<file path="src/rtl/bmm_pkg.sv">
`timescale 1ns / 1ps

package bmm_pkg;

    // Port widths fixed by the interface.
    localparam int VIDX_W = 6;
    localparam int CNT_W  = 7;
    localparam int ACT_W  = 2;

    // Request action codes.
    localparam logic [ACT_W-1:0] ACT_WRITE = 2'd0;
    localparam logic [ACT_W-1:0] ACT_CLEAR = 2'd1;
    localparam logic [ACT_W-1:0] ACT_RUN   = 2'd2;

    // Commands from the controller to the datapath.
    typedef struct packed {
        logic wr_rd;
        logic wr_wr;
        logic clr_adj;
        logic run_init;
        logic try_init;
        logic scan_hit;
        logic pop_rd;
        logic pop_ld;
        logic take;
        logic push;
        logic aug_rd;
        logic aug_wr;
        logic try_done;
        logic try_ok;
        logic emit_rd;
        logic emit_ld;
    } cmd_t;

    // Status from the datapath to the controller.
    typedef struct packed {
        logic hit;
        logic depth_one;
        logic depth_full;
        logic part_valid;
        logic aug_last;
        logic u_last;
        logic emit_last;
        logic out_busy;
    } stat_t;

endpackage

</file>
<file path="src/rtl/bmm_ctrl.sv">
`timescale 1ns / 1ps

module bmm_ctrl (
    input  logic                        clk,
    input  logic                        rst_n,
    input  logic                        in_valid,
    output logic                        in_stall,
    input  logic [bmm_pkg::ACT_W-1:0]   action,
    input  bmm_pkg::stat_t              stat,
    output bmm_pkg::cmd_t               cmd
);
    import bmm_pkg::*;

    localparam logic [3:0] S_IDLE    = 4'd0;
    localparam logic [3:0] S_WR      = 4'd1;
    localparam logic [3:0] S_TRY     = 4'd2;
    localparam logic [3:0] S_SCAN_W  = 4'd3;
    localparam logic [3:0] S_SCAN    = 4'd4;
    localparam logic [3:0] S_PART_W  = 4'd5;
    localparam logic [3:0] S_CHECK   = 4'd6;
    localparam logic [3:0] S_POP_W   = 4'd7;
    localparam logic [3:0] S_AUG_RD  = 4'd8;
    localparam logic [3:0] S_AUG_W   = 4'd9;
    localparam logic [3:0] S_AUG_WR  = 4'd10;
    localparam logic [3:0] S_EMIT_RD = 4'd11;
    localparam logic [3:0] S_EMIT_W  = 4'd12;

    logic [3:0] state_reg;
    logic [3:0] state_next;

    assign in_stall = (state_reg != S_IDLE);

    always_comb
    begin
        cmd        = '0;
        state_next = state_reg;
        unique case (state_reg)
            S_IDLE:
            begin
                if (in_valid)
                begin
                    unique case (action)
                        ACT_WRITE:
                        begin
                            cmd.wr_rd  = 1'b1;
                            state_next = S_WR;
                        end
                        ACT_CLEAR: cmd.clr_adj = 1'b1;
                        ACT_RUN:
                        begin
                            cmd.run_init = 1'b1;
                            state_next   = S_TRY;
                        end
                        default: ;
                    endcase
                end
            end
            S_WR:
            begin
                cmd.wr_wr  = 1'b1;
                state_next = S_IDLE;
            end
            S_TRY:
            begin
                cmd.try_init = 1'b1;
                state_next   = S_SCAN_W;
            end
            S_SCAN_W: state_next = S_SCAN;
            S_SCAN:
            begin
                if (stat.hit)
                begin
                    cmd.scan_hit = 1'b1;
                    state_next   = S_PART_W;
                end
                else if (stat.depth_one)
                begin
                    cmd.try_done = 1'b1;
                    state_next   = stat.u_last ? S_EMIT_RD : S_TRY;
                end
                else
                begin
                    cmd.pop_rd = 1'b1;
                    state_next = S_POP_W;
                end
            end
            S_POP_W:
            begin
                cmd.pop_ld = 1'b1;
                state_next = S_SCAN_W;
            end
            S_PART_W: state_next = S_CHECK;
            S_CHECK:
            begin
                if (!stat.part_valid)
                begin
                    cmd.take = 1'b1;
                    if (stat.depth_one)
                    begin
                        cmd.try_done = 1'b1;
                        cmd.try_ok   = 1'b1;
                        state_next   = stat.u_last ? S_EMIT_RD : S_TRY;
                    end
                    else
                    begin
                        state_next = S_AUG_RD;
                    end
                end
                else if (stat.depth_full)
                begin
                    state_next = S_SCAN;
                end
                else
                begin
                    cmd.push   = 1'b1;
                    state_next = S_SCAN_W;
                end
            end
            S_AUG_RD:
            begin
                cmd.aug_rd = 1'b1;
                state_next = S_AUG_W;
            end
            S_AUG_W: state_next = S_AUG_WR;
            S_AUG_WR:
            begin
                cmd.aug_wr = 1'b1;
                if (stat.aug_last)
                begin
                    cmd.try_done = 1'b1;
                    cmd.try_ok   = 1'b1;
                    state_next   = stat.u_last ? S_EMIT_RD : S_TRY;
                end
                else
                begin
                    state_next = S_AUG_RD;
                end
            end
            S_EMIT_RD:
            begin
                cmd.emit_rd = 1'b1;
                state_next  = S_EMIT_W;
            end
            S_EMIT_W:
            begin
                if (!stat.out_busy)
                begin
                    cmd.emit_ld = 1'b1;
                    state_next  = stat.emit_last ? S_IDLE : S_EMIT_RD;
                end
            end
            default: state_next = S_IDLE;
        endcase
    end

    always_ff @(posedge clk or negedge rst_n)
    begin
        if (!rst_n)
            state_reg <= S_IDLE;
        else
            state_reg <= state_next;
    end

endmodule

</file>
<file path="config.mk">
export PLATFORM = sky130hd
export DESIGN_NAME = bmm_ctrl
export DESIGN_NICKNAME = d
export VERILOG_FILES = /design/src/rtl/bmm_pkg.sv /design/src/rtl/bmm_ctrl.sv
export SDC_FILE = /design/constraint.sdc
export NUM_CORES = 1
export LEC_CHECK = 0
export ABC_AREA = 1
export BUFFER_PORTS_ARGS = -buffer_cell sky130_fd_sc_hd__buf_2
export CAP_MARGIN = 10
export CORE_AREA = 2 2 39 41
export DETAILED_ROUTE_END_ITERATION = 8
export DIE_AREA = 0 0 41 43
export PLACE_DENSITY = 0.75
export SYNTH_ARGS = -nofsm -noshare
export SYNTH_HDL_FRONTEND = slang
export SYNTH_SLANG_ARGS = --single-unit
</file>
<file path="constraint.sdc">
create_clock -name clk -period 2.5 [get_ports clk]
set_input_delay 0.125 -clock clk [delete_from_list [all_inputs] [get_ports clk]]
set_output_delay 0.125 -clock clk [all_outputs]
set_load 0.02 [all_outputs]
</file>
Word-level counts from Yosys, hierarchy flattened
Index checks and enable logic that the tools add are counted.
- register bits: 4
- bits in latches: 0
- RAM bits: 0
- memory bits (read-only): 0
- bits of input ports: 13
- output and inout port bits: 17
- logic and storage cells: 65
- memories: 0
- add/subtract/negate cells: 0
- $mul: 0
- divide/modulo/power cells: 0
- $lt $le $gt $ge: 0
- eq/ne operators: 17
- shift-type cells: 0
- multiplexer cells: 42
- bitwise gates (word level): 0
- reductions and logical operators: 5
- operators with widths (kind ; number):
    $pmux 4 s11 ; 1
    $mux 4 ; 9
    $mux 1 ; 21
    $eq 4x4->1 const B ; 5
    $eq 4x3->1 const B ; 4
    $mux 2 ; 7
    $eq 4x2->1 const B ; 2
    $pmux 4 s2 ; 1
    $eq 4x1->1 const B ; 1
    $logic_not 4->1 ; 1
    $ne 2x2->1 const B ; 2
    $reduce_bool 4->1 ; 1
    $mux 3 ; 1
    $ne 3x1->1 const B ; 1
    $pmux 1 s3 ; 1
    $reduce_and 3->1 ; 1
    $eq 2x1->1 const B ; 1
    $eq 2x2->1 const B ; 1
    $logic_not 2->1 ; 1
    $pmux 1 s2 ; 1
    $reduce_or 2->1 ; 1

Depth between registers and ports, before layout
- word-level depth: 4
- gate-level depth with buffers: 10
- depth with buffers taken out: 9

Worst setup path before layout
No wires, ideal clock.
- path kind: register to output
- from: register state_reg[0]
- to: output port cmd[13] (netlist bit)
- data arrival time: 1.490 ns
- required time: 2.375 ns
- path slack: 0.885 ns
- cell stages (with the launch flop): 5
- buffers on the path: 1
- cells stage by stage: dfrtp_1 -> buf_2 -> nor2_4 -> nand2_2 -> nor4_1
- RTL lines (element ; line ; text):
    start, declared ; bmm_ctrl.sv:28 ; logic [3:0] state_reg;
    start signal, assigned ; bmm_ctrl.sv:161 ; state_reg <= state_next;
    end, declared ; bmm_ctrl.sv:10 ; output bmm_pkg::cmd_t cmd

==> metrics.md <==
| Metric | Value |
|---|---|
| Top cell type's share of synthesized area | `0.180` |
| Overall global routing resource usage | `0.192` |
| Number of core rows | `14` |
| Share of final-layout standard cells stronger than drive strength 1 | `0.388` |
| Cell type of the slowest stage on the worst timing path | `sky130_fd_sc_hd__dfrtp_1` |
| CTS tree | `done` |
| Number of inserted diodes | `0` |
| Top FF cell, synth | `sky130_fd_sc_hd__dfrtp_1` |
| Io pins | `30` |
| Synthesized Nets | `110` |
| Number of DRC markers after the initial detailed-route iteration | `13` |
| Worst EP required | `~2.4 ns` |
| Total number of H-tree levels | `1` |
| Fill cell total of the finished layout | `approximately 140` |
| Gp weighted congestion | `0.831` |
| Actual slew at the worst max-slew pin | `approximately 0.35 ns` |
| Clock-pin slew reported for the worst setup and hold paths after clock tree synthesis | `0.04 ns` |
| Remaining design rule violation count | `0` |
| Async set-or-reset flop fraction in the synthesized netlist | `1.00` |
| Max rail drop VDD | `631 µV` |
| Post-detail-place hpwl | `roughly 1200 µm` |
| Sequential share of the synthesized area | `0.180` |
| Max FFs per register | `4` |
| Maximum fanout encountered on the critical timing path | `5` |
| Initial antenna violation count | `0` |
| Total overflow reported by the global router | `0` |
| Maximum clock insertion buffer count | `2` |
| Cell-by-cell listing of the critical path | `nor2_1 > nand2_2 > nor4_1 > buf_2` |
| Post-Route Skew | `between 0.0001 and 0.00015 ns` |
| Starting Density | `0.401` |
| Insertion delay of the later-clocked pin in the worst-skew pair | `roughly 0.23 ns` |
| Number of flip-flops and latches in the synthesized netlist | `4` |
| Number of instances in the synthesized netlist | `just under 100` |
| Final period demand of the worst path | `between 1.5 and 2 ns` |
| CTS Sinks | `4` |
| Result of the run | `finished, final reports clean` |
| Wirelength per Cell | `9.86 µm` |
| Lkg Pwr | `0.000495 µW` |
| Buffers inserted by post-CTS timing repair | `0` |
| Area added between synthesis and finish | `34.7%` |
| Highest achievable clock rate | `between 600 and 700 MHz` |
| Post-Route Hold Slack | `a little under 0.2 ns` |
| CP max stage delay | `0.44 ns` |
| Total CTS buffers | `3` |
| Power Dens Cells | `between 900 and 1000 nW/µm²` |
| Pin count of the biggest net entering global routing | `10` |
| Die width | `approximately 41 µm` |
| Crit share post-route | `0.658` |
| Leading post-synthesis cells by instance count | `sky130_fd_sc_hd__inv_1, sky130_fd_sc_hd__nand2_1, sky130_fd_sc_hd__nor2_1` |
| Count of endpoints failing setup in the final report | `0` |
| Die outline height | `43 µm` |
| Post-route ant nets | `0` |
| Library cell occupying the most area in the post-synthesis netlist | `sky130_fd_sc_hd__dfrtp_1` |
| Vias/cell | `4.84` |
| Detailed Route WL | `~1400 µm` |
| Unrepaired setup endpoints after global routing | `false` |
| Setup crit end kind | `output port` |
| Max-capacitance violation count | `0` |
| Number of synthesis warnings | `0` |
| Post-placement worst setup slack | `between 1 and 1.5 ns` |
| Final-layout setup total negative slack | `0 ns` |
| Leading post-synthesis cells by cell area | `sky130_fd_sc_hd__dfrtp_1, sky130_fd_sc_hd__inv_1, sky130_fd_sc_hd__nand2_1` |
| Sort of element at the start of the critical path | `flop` |
| Data arrival time at the worst-slack endpoint | `roughly 1.5 ns` |
| Number of enable flip-flop cells after synthesis | `0` |
| Slew Limit Fails | `0` |
| Worst-case headroom to the max-slew limit | `0.764` |
| Netlist Area Pre-Place | `~560 µm²` |
| Minimum setup slack in the final design | `roughly 0.85 ns` |
| Mapped Avg Cell Area | `around 5.7 µm²` |
| Count of input and output buffers | `29` |
| Core area | `roughly 1400 µm²` |
| Die Footprint | `approximately 1800 µm²` |
| Via Count | `about 700` |
| Number of library cell types mapped by synthesis | `19` |
| Pre-Repair DR Iteration Count | `4` |
| CTS root buffer | `sky130_fd_sc_hd__clkbuf_4` |
| Global-route wire length before repair | `around 2300 µm` |
| Path class of the lowest-slack min-delay path | `in -> reg` |
| Via count of the first global-routing pass | `between 500 and 600` |
| Number of nets in the finished design | `roughly 140` |
| Endpoints failing hold | `0` |
| Start-to-end type of the worst setup path | `reg -> out` |
-- cell usage in the layout, fill, tap and decap left out, types with 2 or more instances in the layout --
master	instances
sky130_fd_sc_hd__nor2_4	4
sky130_fd_sc_hd__nor4_1	4
sky130_fd_sc_hd__dfrtp_1	4
sky130_fd_sc_hd__nand2_2	6
sky130_fd_sc_hd__inv_2	3
sky130_fd_sc_hd__inv_1	19
sky130_fd_sc_hd__buf_2	29
sky130_fd_sc_hd__nor2_2	2
sky130_fd_sc_hd__clkbuf_4	3
sky130_fd_sc_hd__nand3_2	2
sky130_fd_sc_hd__nand2_1	19
sky130_fd_sc_hd__nand3_1	12
sky130_fd_sc_hd__nor2_1	14
-- report_power, final --
group | total [µW] | switching, µW | internal [µW]
sequential | 146 | 55.5 | 90.9
clock | 79.7 | 26.0 | 53.7
combinational | 448 | 299 | 148
total | 674 | 381 | 293
-- path summary, 6_finish.rpt --
kind,to,slack (ns),cells after the start,start
min in group asynchronous,state_reg[3]$_DFFE_PN0P_,0.22,2,rst_n
max reg2reg,state_reg[3]$_DFFE_PN0P_,1.12,6,state_reg[0]$_DFFE_PN0P_
min,state_reg[2]$_DFFE_PN0P_,0.20,3,stat[5]
min reg2reg,state_reg[2]$_DFFE_PN0P_,0.78,2,state_reg[2]$_DFFE_PN0P_
max in group asynchronous,state_reg[0]$_DFFE_PN0P_,2.16,2,rst_n
max,cmd[15],0.85,4,state_reg[3]$_DFFE_PN0P_
-- per-layer routing --
| metal | up-vias | wire [µm] | GRT usage |
|---|---|---|---|
| met3 | 4 | 56 | 0.0314 |
| met2 | 22 | 718 | 0.303 |
| met1 | 308 | 627 | 0.235 |
| met5 | - | 0 | 0 |
| met4 | 0 | 27 | 0.100 |
| li1 | 368 | - | - |
-- critical path, delay by kind of cell, from the launching register on --
family	cells	cell delay, ns
buffers and inverters	1	0.21
DFF	1	0.44
and+or+nand+nor	3	0.63
-- cell families after synthesis --
kind of cell / synth area share
and+or+nand+nor: 0.606
buffers and inverters: 0.158
DFF: 0.180
AOI/OAI and AO/OA: 0.0563
-- what timing repair did --
item                      in CTS  in global routing
resized for setup              0                  0
hold buffers                   1                  0
hold endpoints to repair       4                  0
-- stage by stage --
stage | instance area [µm²] | std cells | power, µW | util
after floorplan | 556 | 97 | 477 | -
after global placement | 716 | 141 | 587 | 0.517
after detailed placement | 716 | 141 | 588 | 0.517
after CTS | 748 | 145 | 674 | 0.541
after global routing | 748 | 145 | 735 | 0.541
final | 748 | 145 | 674 | 0.541
-- final cells by class --
cell class	count	area, µm²	area share
multi-input cells	70	368	0.492
flip-flops and latches	4	100	0.134
repair buffers	30	155	0.207
inverters	22	82.6	0.110
clock buffers	3	22.5	0.0301
well taps	16	20.0	0.0268
No activity file was read; power rests on OpenSTA's default activity.
